## src/hdl/qesm_pkg.sv

```systemverilog
// Package for the requantizing elementwise sum/max block.
// Holds field widths and configuration register indexes; no dependencies.
package qesm_pkg;

    localparam int ELEM_W     = 8;
    localparam int ZP_W       = 8;
    localparam int MUL_W      = 23;
    localparam int SHIFT_W    = 5;
    localparam int RESULT_W   = 8;
    localparam int CFG_IDX_W  = 3;
    localparam int CFG_DATA_W = 23;

    typedef logic [CFG_IDX_W-1:0] t_cfg_idx;

    localparam t_cfg_idx CFG_MODE           = 3'd0;
    localparam t_cfg_idx CFG_ZERO_POINT_A   = 3'd1;
    localparam t_cfg_idx CFG_ZERO_POINT_B   = 3'd2;
    localparam t_cfg_idx CFG_MULTIPLIER_A   = 3'd3;
    localparam t_cfg_idx CFG_MULTIPLIER_B   = 3'd4;
    localparam t_cfg_idx CFG_SHIFT_A        = 3'd5;
    localparam t_cfg_idx CFG_SHIFT_B        = 3'd6;
    localparam t_cfg_idx CFG_OUT_ZERO_POINT = 3'd7;

    // Mode register values.
    localparam logic MODE_SUM = 1'b0;
    localparam logic MODE_MAX = 1'b1;

endpackage

```

## src/hdl/qesm_in_if.sv

```systemverilog
// Input channel of the requantizing elementwise block: one element pair per item.
// Depends on qesm_pkg for the element width.
interface qesm_in_if;
    logic                        valid;
    logic                        ready;
    logic [qesm_pkg::ELEM_W-1:0] elem_a;
    logic [qesm_pkg::ELEM_W-1:0] elem_b;

    modport source (output valid, output elem_a, output elem_b, input ready);
    modport sink   (input valid, input elem_a, input elem_b, output ready);
endinterface

```

## src/hdl/qesm_out_if.sv

```systemverilog
// Output channel of the requantizing elementwise block: one result per item.
// Depends on qesm_pkg for the result width.
interface qesm_out_if;
    logic                          valid;
    logic                          ready;
    logic [qesm_pkg::RESULT_W-1:0] result;

    modport source (output valid, output result, input ready);
    modport sink   (input valid, input result, output ready);
endinterface

```

## src/hdl/quantized_eltwise_sum_max.sv

```systemverilog
// Top level of the requantizing elementwise sum/max block.
// Depends on qesm_pkg, qesm_in_if and qesm_out_if.

// The block takes one pair of unsigned 8-bit elements per item and returns one
// requantized element per item, in order. It is a three-stage pipeline: the
// first stage removes the zero points and multiplies by the 23-bit scale
// multipliers, the second applies the per-input rounded shifts and forms the
// sum or the maximum, and the third applies the common rounded shift, adds the
// output zero point and saturates to [0, 2^OUT_BITS - 1]. One item is accepted
// every cycle while the output is not held back. Each item is registered in
// r_prod_a/b, then in r_acc, then in r_result, which is the presented result.
// Each stage advances whenever the stage after it is empty or moving, so
// bubbles are squeezed out and items keep entering while a finished result
// waits at the output. Configuration registers are written through a plain
// write port and must only change while no item is in flight.
module quantized_eltwise_sum_max #(
    parameter int OUT_BITS = 8
) (
    input  logic                              i_clk,
    input  logic                              i_rst_n,
    input  logic                              i_cfg_we,
    input  logic [qesm_pkg::CFG_IDX_W-1:0]    i_cfg_idx,
    input  logic [qesm_pkg::CFG_DATA_W-1:0]   i_cfg_data,
    qesm_in_if.sink                           i_in_ch,
    qesm_out_if.source                        o_out_ch
);

    // Saturation bound in the width of the final datapath.
    localparam logic signed [34:0] SAT_HI = 35'((64'd1 << OUT_BITS) - 64'd1);

    // ------------------------------------------------------------------
    // Configuration registers.
    // ------------------------------------------------------------------
    logic                             r_mode;
    logic [qesm_pkg::ZP_W-1:0]        r_zero_point_a;
    logic [qesm_pkg::ZP_W-1:0]        r_zero_point_b;
    logic [qesm_pkg::MUL_W-1:0]       r_multiplier_a;
    logic [qesm_pkg::MUL_W-1:0]       r_multiplier_b;
    logic [qesm_pkg::SHIFT_W-1:0]     r_shift_a;
    logic [qesm_pkg::SHIFT_W-1:0]     r_shift_b;
    logic [qesm_pkg::ZP_W-1:0]        r_out_zero_point;

    always_ff @(posedge i_clk) begin
        if (!i_rst_n) begin
            r_mode           <= qesm_pkg::MODE_SUM;
            r_zero_point_a   <= '0;
            r_zero_point_b   <= '0;
            r_multiplier_a   <= '0;
            r_multiplier_b   <= '0;
            r_shift_a        <= '0;
            r_shift_b        <= '0;
            r_out_zero_point <= '0;
        end else if (i_cfg_we) begin
            unique case (i_cfg_idx)
                qesm_pkg::CFG_MODE:           r_mode           <= i_cfg_data[0];
                qesm_pkg::CFG_ZERO_POINT_A:   r_zero_point_a   <= i_cfg_data[7:0];
                qesm_pkg::CFG_ZERO_POINT_B:   r_zero_point_b   <= i_cfg_data[7:0];
                qesm_pkg::CFG_MULTIPLIER_A:   r_multiplier_a   <= i_cfg_data;
                qesm_pkg::CFG_MULTIPLIER_B:   r_multiplier_b   <= i_cfg_data;
                qesm_pkg::CFG_SHIFT_A:        r_shift_a        <= i_cfg_data[4:0];
                qesm_pkg::CFG_SHIFT_B:        r_shift_b        <= i_cfg_data[4:0];
                qesm_pkg::CFG_OUT_ZERO_POINT: r_out_zero_point <= i_cfg_data[7:0];
            endcase
        end
    end

    // Shift amounts derived from the configuration. The common shift is the
    // smaller shift minus one, so each input's own shift is always 1 to 32.
    logic [qesm_pkg::SHIFT_W-1:0] min_shift;
    logic [5:0]                   term_shift_a;
    logic [5:0]                   term_shift_b;

    assign min_shift    = (r_shift_a < r_shift_b) ? r_shift_a : r_shift_b;
    assign term_shift_a = {1'b0, r_shift_a} - {1'b0, min_shift} + 6'd1;
    assign term_shift_b = {1'b0, r_shift_b} - {1'b0, min_shift} + 6'd1;

    // ------------------------------------------------------------------
    // Pipeline flow control. A stage loads when it is empty or when its
    // content moves on in the same cycle.
    // ------------------------------------------------------------------
    logic r_v1, r_v2, r_v3;
    logic adv1, adv2, adv3;

    assign adv3 = !r_v3 || o_out_ch.ready;
    assign adv2 = !r_v2 || adv3;
    assign adv1 = !r_v1 || adv2;

    assign i_in_ch.ready = adv1;

    always_ff @(posedge i_clk) begin
        if (!i_rst_n) begin
            r_v1 <= 1'b0;
            r_v2 <= 1'b0;
            r_v3 <= 1'b0;
        end else begin
            if (adv1) begin
                r_v1 <= i_in_ch.valid;
            end
            if (adv2) begin
                r_v2 <= r_v1;
            end
            if (adv3) begin
                r_v3 <= r_v2;
            end
        end
    end

    // ------------------------------------------------------------------
    // Stage 1: zero point removal and scaling. The difference is 9 bits
    // signed and the product of it with a 23-bit multiplier fits 32 bits.
    // ------------------------------------------------------------------
    logic signed [8:0]  diff_a, diff_b;
    logic signed [32:0] n_prod_a, n_prod_b;
    logic signed [31:0] r_prod_a, r_prod_b;

    assign diff_a   = $signed({1'b0, i_in_ch.elem_a}) - $signed({1'b0, r_zero_point_a});
    assign diff_b   = $signed({1'b0, i_in_ch.elem_b}) - $signed({1'b0, r_zero_point_b});
    assign n_prod_a = diff_a * $signed({1'b0, r_multiplier_a});
    assign n_prod_b = diff_b * $signed({1'b0, r_multiplier_b});

    always_ff @(posedge i_clk) begin
        if (i_in_ch.valid && adv1) begin
            r_prod_a <= n_prod_a[31:0];
            r_prod_b <= n_prod_b[31:0];
        end
    end

    // ------------------------------------------------------------------
    // Stage 2: per-input rounded shift (add half, then floor shift), then
    // sum or maximum of the two scaled terms.
    // ------------------------------------------------------------------
    logic signed [33:0] rnd_a, rnd_b;
    logic signed [33:0] shf_a, shf_b;
    logic signed [31:0] term_a, term_b;
    logic signed [32:0] n_acc;
    logic signed [32:0] r_acc;

    assign rnd_a  = 34'(r_prod_a) + (34'sd1 <<< (term_shift_a - 6'd1));
    assign rnd_b  = 34'(r_prod_b) + (34'sd1 <<< (term_shift_b - 6'd1));
    assign shf_a  = rnd_a >>> term_shift_a;
    assign shf_b  = rnd_b >>> term_shift_b;
    assign term_a = shf_a[31:0];
    assign term_b = shf_b[31:0];

    always_comb begin
        if (r_mode == qesm_pkg::MODE_MAX) begin
            n_acc = (term_a > term_b) ? 33'(term_a) : 33'(term_b);
        end else begin
            n_acc = 33'(term_a) + 33'(term_b);
        end
    end

    always_ff @(posedge i_clk) begin
        if (r_v1 && adv2) begin
            r_acc <= n_acc;
        end
    end

    // ------------------------------------------------------------------
    // Stage 3: common rounded shift, output zero point and saturation.
    // When the smaller shift is zero the common shift is minus one, which
    // doubles the value without rounding; when it is one there is no shift.
    // ------------------------------------------------------------------
    logic signed [34:0]          acc_ext;
    logic signed [34:0]          common_val;
    logic signed [34:0]          with_zp;
    logic [qesm_pkg::SHIFT_W-1:0] common_shift;
    logic [qesm_pkg::RESULT_W-1:0] n_result;
    logic [qesm_pkg::RESULT_W-1:0] r_result;

    assign acc_ext      = 35'(r_acc);
    assign common_shift = min_shift - 5'd1;

    always_comb begin
        if (min_shift == '0) begin
            common_val = acc_ext <<< 1;
        end else if (min_shift == 5'd1) begin
            common_val = acc_ext;
        end else begin
            common_val = (acc_ext + (35'sd1 <<< (common_shift - 5'd1))) >>> common_shift;
        end
    end

    assign with_zp = common_val + $signed({27'd0, r_out_zero_point});

    always_comb begin
        if (with_zp < 35'sd0) begin
            n_result = '0;
        end else if (with_zp > SAT_HI) begin
            n_result = SAT_HI[qesm_pkg::RESULT_W-1:0];
        end else begin
            n_result = with_zp[qesm_pkg::RESULT_W-1:0];
        end
    end

    always_ff @(posedge i_clk) begin
        if (r_v2 && adv3) begin
            r_result <= n_result;
        end
    end

    assign o_out_ch.valid  = r_v3;
    assign o_out_ch.result = r_result;

    // ------------------------------------------------------------------
    // Assertions.
    // ------------------------------------------------------------------

    // An accepted item always occupies the first stage in the next cycle.
    a_accept_fills_s1: assert property (@(posedge i_clk) disable iff (!i_rst_n)
        (i_in_ch.valid && i_in_ch.ready) |=> r_v1)
        else $error("accepted item did not enter the first stage");

    // An empty first stage never blocks the input.
    a_empty_ready: assert property (@(posedge i_clk) disable iff (!i_rst_n)
        !r_v1 |-> i_in_ch.ready)
        else $error("input stalled with an empty first stage");

    // When the output is taken, an item in stage 2 reaches the output.
    a_s2_advances: assert property (@(posedge i_clk) disable iff (!i_rst_n)
        (r_v2 && o_out_ch.ready) |=> r_v3)
        else $error("stage 2 item lost when output was taken");

    // A presented result always lies within the saturation range.
    a_result_range: assert property (@(posedge i_clk) disable iff (!i_rst_n)
        o_out_ch.valid |-> ({27'd0, o_out_ch.result} <= SAT_HI))
        else $error("result exceeds the saturation bound");

endmodule

```

## src/flat_wrapper.sv

```systemverilog
// flat-port wrapper written by rule: the top's interface ports become plain ports
module quantized_eltwise_sum_max_flat 
#(
    parameter int OUT_BITS = 8
)
  (i_clk, i_rst_n, i_cfg_we, i_cfg_idx, i_cfg_data, i_in_ch_valid, i_in_ch_elem_a, i_in_ch_elem_b, i_in_ch_ready, o_out_ch_valid, o_out_ch_result, o_out_ch_ready);
  qesm_in_if i_in_ch_i ();
  qesm_out_if o_out_ch_i ();
  input  logic i_clk;
  input  logic i_rst_n;
  input  logic i_cfg_we;
  input  logic [qesm_pkg::CFG_IDX_W-1:0] i_cfg_idx;
  input  logic [qesm_pkg::CFG_DATA_W-1:0] i_cfg_data;
  input wire logic [$bits(i_in_ch_i.valid)-1:0] i_in_ch_valid;
  input wire logic [$bits(i_in_ch_i.elem_a)-1:0] i_in_ch_elem_a;
  input wire logic [$bits(i_in_ch_i.elem_b)-1:0] i_in_ch_elem_b;
  output wire logic [$bits(i_in_ch_i.ready)-1:0] i_in_ch_ready;
  output wire logic [$bits(o_out_ch_i.valid)-1:0] o_out_ch_valid;
  output wire logic [$bits(o_out_ch_i.result)-1:0] o_out_ch_result;
  input wire logic [$bits(o_out_ch_i.ready)-1:0] o_out_ch_ready;
  assign i_in_ch_i.valid = i_in_ch_valid;
  assign i_in_ch_i.elem_a = i_in_ch_elem_a;
  assign i_in_ch_i.elem_b = i_in_ch_elem_b;
  assign i_in_ch_ready = i_in_ch_i.ready;
  assign o_out_ch_valid = o_out_ch_i.valid;
  assign o_out_ch_result = o_out_ch_i.result;
  assign o_out_ch_i.ready = o_out_ch_ready;
  quantized_eltwise_sum_max #(.OUT_BITS(OUT_BITS)) u_core (.i_clk(i_clk), .i_rst_n(i_rst_n), .i_cfg_we(i_cfg_we), .i_cfg_idx(i_cfg_idx), .i_cfg_data(i_cfg_data), .i_in_ch(i_in_ch_i), .o_out_ch(o_out_ch_i));
endmodule
```

## config.mk

```make
export PLATFORM = sky130hd
export DESIGN_NAME = quantized_eltwise_sum_max_flat
export DESIGN_NICKNAME = d
export VERILOG_FILES = /design/src/hdl/qesm_pkg.sv /design/src/hdl/qesm_in_if.sv /design/src/hdl/qesm_out_if.sv /design/src/hdl/quantized_eltwise_sum_max.sv /design/src/flat_wrapper.sv
export SDC_FILE = /design/constraint.sdc
export NUM_CORES = 2
export LEC_CHECK = 0
export BUFFER_PORTS_ARGS = -buffer_cell sky130_fd_sc_hd__buf_2
export CORE_MARGIN = 1.5
export CORE_UTILIZATION = 45
export CTS_BUF_LIST = sky130_fd_sc_hd__clkbuf_4 sky130_fd_sc_hd__clkbuf_8
export DETAILED_ROUTE_END_ITERATION = 6
export SYNTH_ARGS = -nofsm -noshare
export SYNTH_HDL_FRONTEND = slang
export SYNTH_SLANG_ARGS = --single-unit
```

## constraint.sdc

```tcl
create_clock -name i_clk -period 18.2 [get_ports i_clk]
set_input_delay 0.91 -clock i_clk [delete_from_list [all_inputs] [get_ports i_clk]]
set_output_delay 0.91 -clock i_clk [all_outputs]
set_load 0.005 [all_outputs]
```

==> impl_metrics.xml <==
<?xml version="1.0" encoding="UTF-8"?>
<metrics>
  <group name="clock_tree">
    <metric name="clock_latency" unit="ps">620</metric>
    <metric name="post_cts_hold_buffer_count" unit="">0</metric>
    <metric name="h-tree-depth" unit="">4</metric>
    <metric name="tritoncts_clock_tree" unit="">built</metric>
    <metric name="cts.root.buffer_cell" unit="">sky130_fd_sc_hd__clkbuf_8</metric>
    <metric name="clockBufferDepth" unit="">2</metric>
    <metric name="numCtsBuffers" unit="">17</metric>
    <metric name="cts.repair_timing.setup_buffer_count" unit="">0</metric>
    <metric name="post_cts.resized_instances" unit="">0</metric>
    <metric name="cts_num_sinks" unit="">189</metric>
    <metric name="register_clock_pin_slew_on_the_reported_worst_setup_and_hold_paths" unit="ps">120</metric>
  </group>
  <group name="synthesis">
    <metric name="synthMostInstantiatedCell" unit="">sky130_fd_sc_hd__nand2_1</metric>
    <metric name="synth-edff-count" unit="">105</metric>
    <metric name="yosys_most_used_dff" unit="">sky130_fd_sc_hd__edfxtp_1</metric>
    <metric name="synth_area_leader_cell" unit="">sky130_fd_sc_hd__fa_1</metric>
    <metric name="synth_top_area_frac" unit="">0.159</metric>
    <metric name="yosys-top-cells-area" unit="">sky130_fd_sc_hd__fa_1 16%, sky130_fd_sc_hd__ha_1 12%, sky130_fd_sc_hd__edfxtp_1 8.2%</metric>
    <metric name="syn-mean-instance-area" unit="sq um">7.98</metric>
    <metric name="yosysWarningCount" unit="">0</metric>
    <metric name="yosysSeqAreaShare" unit="">0.126</metric>
    <metric name="postSynthRegisterBits" unit="">189</metric>
    <metric name="synthTopCellsByCount" unit="">581 x sky130_fd_sc_hd__nand2_1, 435 x sky130_fd_sc_hd__inv_1, 375 x sky130_fd_sc_hd__ha_1, 354 x sky130_fd_sc_hd__nor2_1, 305 x sky130_fd_sc_hd__fa_1</metric>
    <metric name="synth_cell_types" unit="">125</metric>
    <metric name="asyncSetResetFlopFracSynth" unit="">0</metric>
    <metric name="mapped_cells" unit="">4800</metric>
    <metric name="mappedNetlistArea" unit="sq mm">0.0383</metric>
    <metric name="post_synth_net_total" unit="">5527</metric>
  </group>
  <group name="drt">
    <metric name="drt_pass1_iterations" unit="">7</metric>
    <metric name="avgRoutedWirePerCell" unit="um">20.4</metric>
    <metric name="detail-route-antenna-nets" unit="">0</metric>
    <metric name="vias_per_cell" unit="">5.95</metric>
    <metric name="wl" unit="mm">119</metric>
    <metric name="detail_route.drc_violations" unit="">0</metric>
    <metric name="via_count" unit="">34649</metric>
    <metric name="drt_initial_violations" unit="">3135</metric>
  </group>
  <group name="setup_path">
    <metric name="reg2reg_slack" unit="ps">3730</metric>
    <metric name="crit_path_end_kind" unit="">register</metric>
    <metric name="critPathKind" unit="">register to register</metric>
    <metric name="cp_data_required_time" unit="ps">18550</metric>
    <metric name="cp_slowest_stage_delay" unit="ps">980</metric>
    <metric name="critical_path.slowest_cell" unit="">sky130_fd_sc_hd__a221oi_1</metric>
    <metric name="crit_arrival" unit="ps">14820</metric>
    <metric name="critPathMaxFanout" unit="">59</metric>
    <metric name="critPathLaunchType" unit="">register</metric>
  </group>
  <group name="cells_and_area">
    <metric name="finish.instance_area" unit="sq mm">0.0400</metric>
    <metric name="final_layout_size_suffix_gt1_frac" unit="">0.0631</metric>
    <metric name="num-fill-cells" unit="">8397</metric>
    <metric name="syn_to_final_growth" unit="%">4.47</metric>
    <metric name="nNetsFinal" unit="">5404</metric>
  </group>
  <group name="global_routing">
    <metric name="antenna_found_initial" unit="">4</metric>
    <metric name="vias_in_the_first_global_route" unit="">33044</metric>
    <metric name="global_route.overflow_total" unit="">0</metric>
    <metric name="grt_max_degree" unit="">65</metric>
    <metric name="grt_pass1_wl" unit="mm">186</metric>
    <metric name="grt_usage" unit="">0.273</metric>
  </group>
  <group name="flow_run">
    <metric name="max_cap_viol_count" unit="">0</metric>
  </group>
  <group name="die">
    <metric name="chipWidth" unit="um">295</metric>
    <metric name="initial_utilization" unit="">0.456</metric>
    <metric name="placeableCoreArea" unit="sq mm">0.0840</metric>
    <metric name="row_count" unit="">106</metric>
    <metric name="io_pins" unit="">57</metric>
    <metric name="die_area" unit="sq mm">0.0869</metric>
    <metric name="chipHeight" unit="um">295</metric>
  </group>
  <group name="timing">
    <metric name="slew_violations" unit="">0</metric>
    <metric name="worst_margin_pin_slew" unit="ps">1120</metric>
    <metric name="timing.final.setup_violations" unit="">0</metric>
    <metric name="hold_viol" unit="">0</metric>
    <metric name="setup_repair_after_global_routing_missed_its_margin" unit="">no</metric>
    <metric name="clock.fmax" unit="GHz">0.0691</metric>
    <metric name="max-slew-margin-rel" unit="">0.249</metric>
    <metric name="fin_crit_period" unit="ps">14470</metric>
    <metric name="layout_worst_path_cycle_share" unit="">0.795</metric>
    <metric name="worst_clock_skew" unit="ps">30.7</metric>
    <metric name="fin_setup_tns" unit="ps">0</metric>
  </group>
  <group name="power">
    <metric name="vdd_drop_max" unit="uV">76.9</metric>
    <metric name="leakage" unit="nW">17.6</metric>
    <metric name="power_density" unit="mW/mm^2">88.7</metric>
  </group>
  <group name="outcome">
    <metric name="outcome" unit="">finished, final reports clean</metric>
  </group>
  <group name="placed_design">
    <metric name="place_hpwl" unit="mm">95.0</metric>
    <metric name="port-buffer-count" unit="">56</metric>
    <metric name="post_dp_cell_area" unit="sq mm">0.0396</metric>
    <metric name="routabilityCongestion" unit="">0.998</metric>
  </group>
  <group name="hold_path">
    <metric name="hp-class" unit="">register to register</metric>
  </group>
</metrics>
[state kept, by name (all words and copies together), names as in the netlist]
name / flops
u_core.r_zero_point_b: 8
u_core.r_multiplier_a: 23
u_core.r_zero_point_a: 8
u_core.r_v2: 1
u_core.o_out_ch.result: 8
u_core.r_multiplier_b: 23
u_core.r_shift_b: 5
u_core.r_v1: 1
u_core.r_prod_a: 32
u_core.o_out_ch.valid: 1
u_core.r_shift_a: 5
u_core.r_mode: 1
u_core.r_prod_b: 32
u_core.r_acc: 33
u_core.r_out_zero_point: 8
[critical path, delay by kind of cell, from the launching register on]
family,cells,cell delay (ps)
multiplexers,1,80
adder cells (fa/ha/maj),6,1880
AND/OR/NAND/NOR,12,4550
XOR/XNOR,2,260
buffers and inverters,5,740
flip-flops,1,460
AO/OA/AOI/OAI,23,6230
[final cells by class]
| type | instances | area [sq um] | area share |
|---|---|---|---|
| Inverter | 441 | 1660 | 0.0415 |
| Timing Repair Buffer | 112 | 701 | 0.0175 |
| Clock buffer | 17 | 234 | 0.00585 |
| Antenna cell | 2 | 5.00 | 0.000125 |
| Tap cell | 1134 | 1420 | 0.0354 |
| Clock inverter | 15 | 223 | 0.00556 |
| Multi-Input combinational cell | 3916 | 30900 | 0.773 |
| Sequential cell | 189 | 4830 | 0.121 |
[per-stage QoR]
step | std cells | power, W | utilization | setup slack, ps | hold slack [ps]
after floorplan | 4800 | 0.00247 | - | 6600 | 443
after global placement | 5792 | 0.00316 | 0.471 | 4320 | 451
after detailed placement | 5792 | 0.00316 | 0.471 | 4100 | 459
after CTS | 5824 | 0.00351 | 0.477 | 4040 | 477
after global routing | 5826 | 0.00381 | 0.477 | 2720 | 492
final | 5826 | 0.00355 | 0.477 | 3730 | 473
[placed cells by master, fill, tap and decap left out, types with 15 or more instances in the layout]
cell | Yosys | final
sky130_fd_sc_hd__nor4_1 | 25 | 25
sky130_fd_sc_hd__o21a_1 | 54 | 54
sky130_fd_sc_hd__and2_1 | 201 | 201
sky130_fd_sc_hd__xor2_1 | 57 | 53
sky130_fd_sc_hd__dfxtp_1 | 84 | 84
sky130_fd_sc_hd__o21bai_1 | 36 | 36
sky130_fd_sc_hd__nor2b_1 | 71 | 71
sky130_fd_sc_hd__edfxtp_1 | 105 | 105
sky130_fd_sc_hd__inv_1 | 435 | 435
sky130_fd_sc_hd__nand4_1 | 20 | 20
sky130_fd_sc_hd__and3_1 | 45 | 45
sky130_fd_sc_hd__a211o_1 | 26 | 26
sky130_fd_sc_hd__o22ai_1 | 25 | 25
sky130_fd_sc_hd__o211ai_1 | 54 | 54
sky130_fd_sc_hd__buf_4 | 1 | 56
sky130_fd_sc_hd__o311ai_0 | 16 | 16
sky130_fd_sc_hd__a21boi_0 | 81 | 80
sky130_fd_sc_hd__nor3_1 | 101 | 100
sky130_fd_sc_hd__fa_1 | 305 | 305
sky130_fd_sc_hd__nor2_1 | 354 | 353
sky130_fd_sc_hd__a21oi_1 | 255 | 253
sky130_fd_sc_hd__mux2_2 | 26 | 26
sky130_fd_sc_hd__nand3_1 | 91 | 91
sky130_fd_sc_hd__clkbuf_8 | 0 | 17
sky130_fd_sc_hd__a221oi_1 | 17 | 17
sky130_fd_sc_hd__ha_1 | 375 | 374
sky130_fd_sc_hd__a21o_1 | 68 | 68
sky130_fd_sc_hd__or3_1 | 35 | 35
sky130_fd_sc_hd__mux2i_1 | 126 | 126
sky130_fd_sc_hd__or2_2 | 23 | 23
sky130_fd_sc_hd__mux4_2 | 15 | 15
sky130_fd_sc_hd__buf_2 | 21 | 56
sky130_fd_sc_hd__nand2_1 | 581 | 581
sky130_fd_sc_hd__o31ai_1 | 26 | 26
sky130_fd_sc_hd__o21ai_0 | 174 | 174
sky130_fd_sc_hd__xnor2_1 | 130 | 123
sky130_fd_sc_hd__a31oi_1 | 49 | 48
sky130_fd_sc_hd__a211oi_1 | 74 | 74
sky130_fd_sc_hd__nand2b_1 | 101 | 101
[logic make-up after synthesis]
| logic type | synth area share |
|---|---|
| compound gates | 0.214 |
| xor+xnor | 0.0432 |
| fa+ha+maj | 0.282 |
| buf+inv | 0.0696 |
| flops | 0.126 |
| mux | 0.0503 |
| simple gates | 0.215 |
[power breakdown]
part | switching [W] | total [W] | internal [W]
combinational | 0.00158 | 0.00254 | 0.000963
sequential | 0.000109 | 0.000678 | 0.000569
clock | 0.000207 | 0.000332 | 0.000125
total | 0.00189 | 0.00355 | 0.00166
[per-layer routing]
metal | track usage | wire length [um] | part of all wire | vias up
met5 | 0 | 10 | 0.000084 | -
met4 | 0.101 | 4190 | 0.035 | 2
met3 | 0.0296 | 6830 | 0.058 | 201
met2 | 0.455 | 55200 | 0.46 | 1215
met1 | 0.364 | 52500 | 0.44 | 16706
li1 | - | - | - | 16525
[worst paths after layout]
| kind | start | endpoint | cells after the start |
|---|---|---|---|
| worst max register to register | u_core.r_shift_b[4] | u_core.r_acc[31] | 49 |
| worst max-delay path | u_core.r_shift_b[4] | u_core.r_acc[31] | 49 |
| worst min-delay path | u_core.r_zero_point_a[6] | u_core.r_zero_point_a[6] | 2 |
| worst min register to register | u_core.r_zero_point_a[6] | u_core.r_zero_point_a[6] | 2 |
Power figures use the tool's default switching activity.
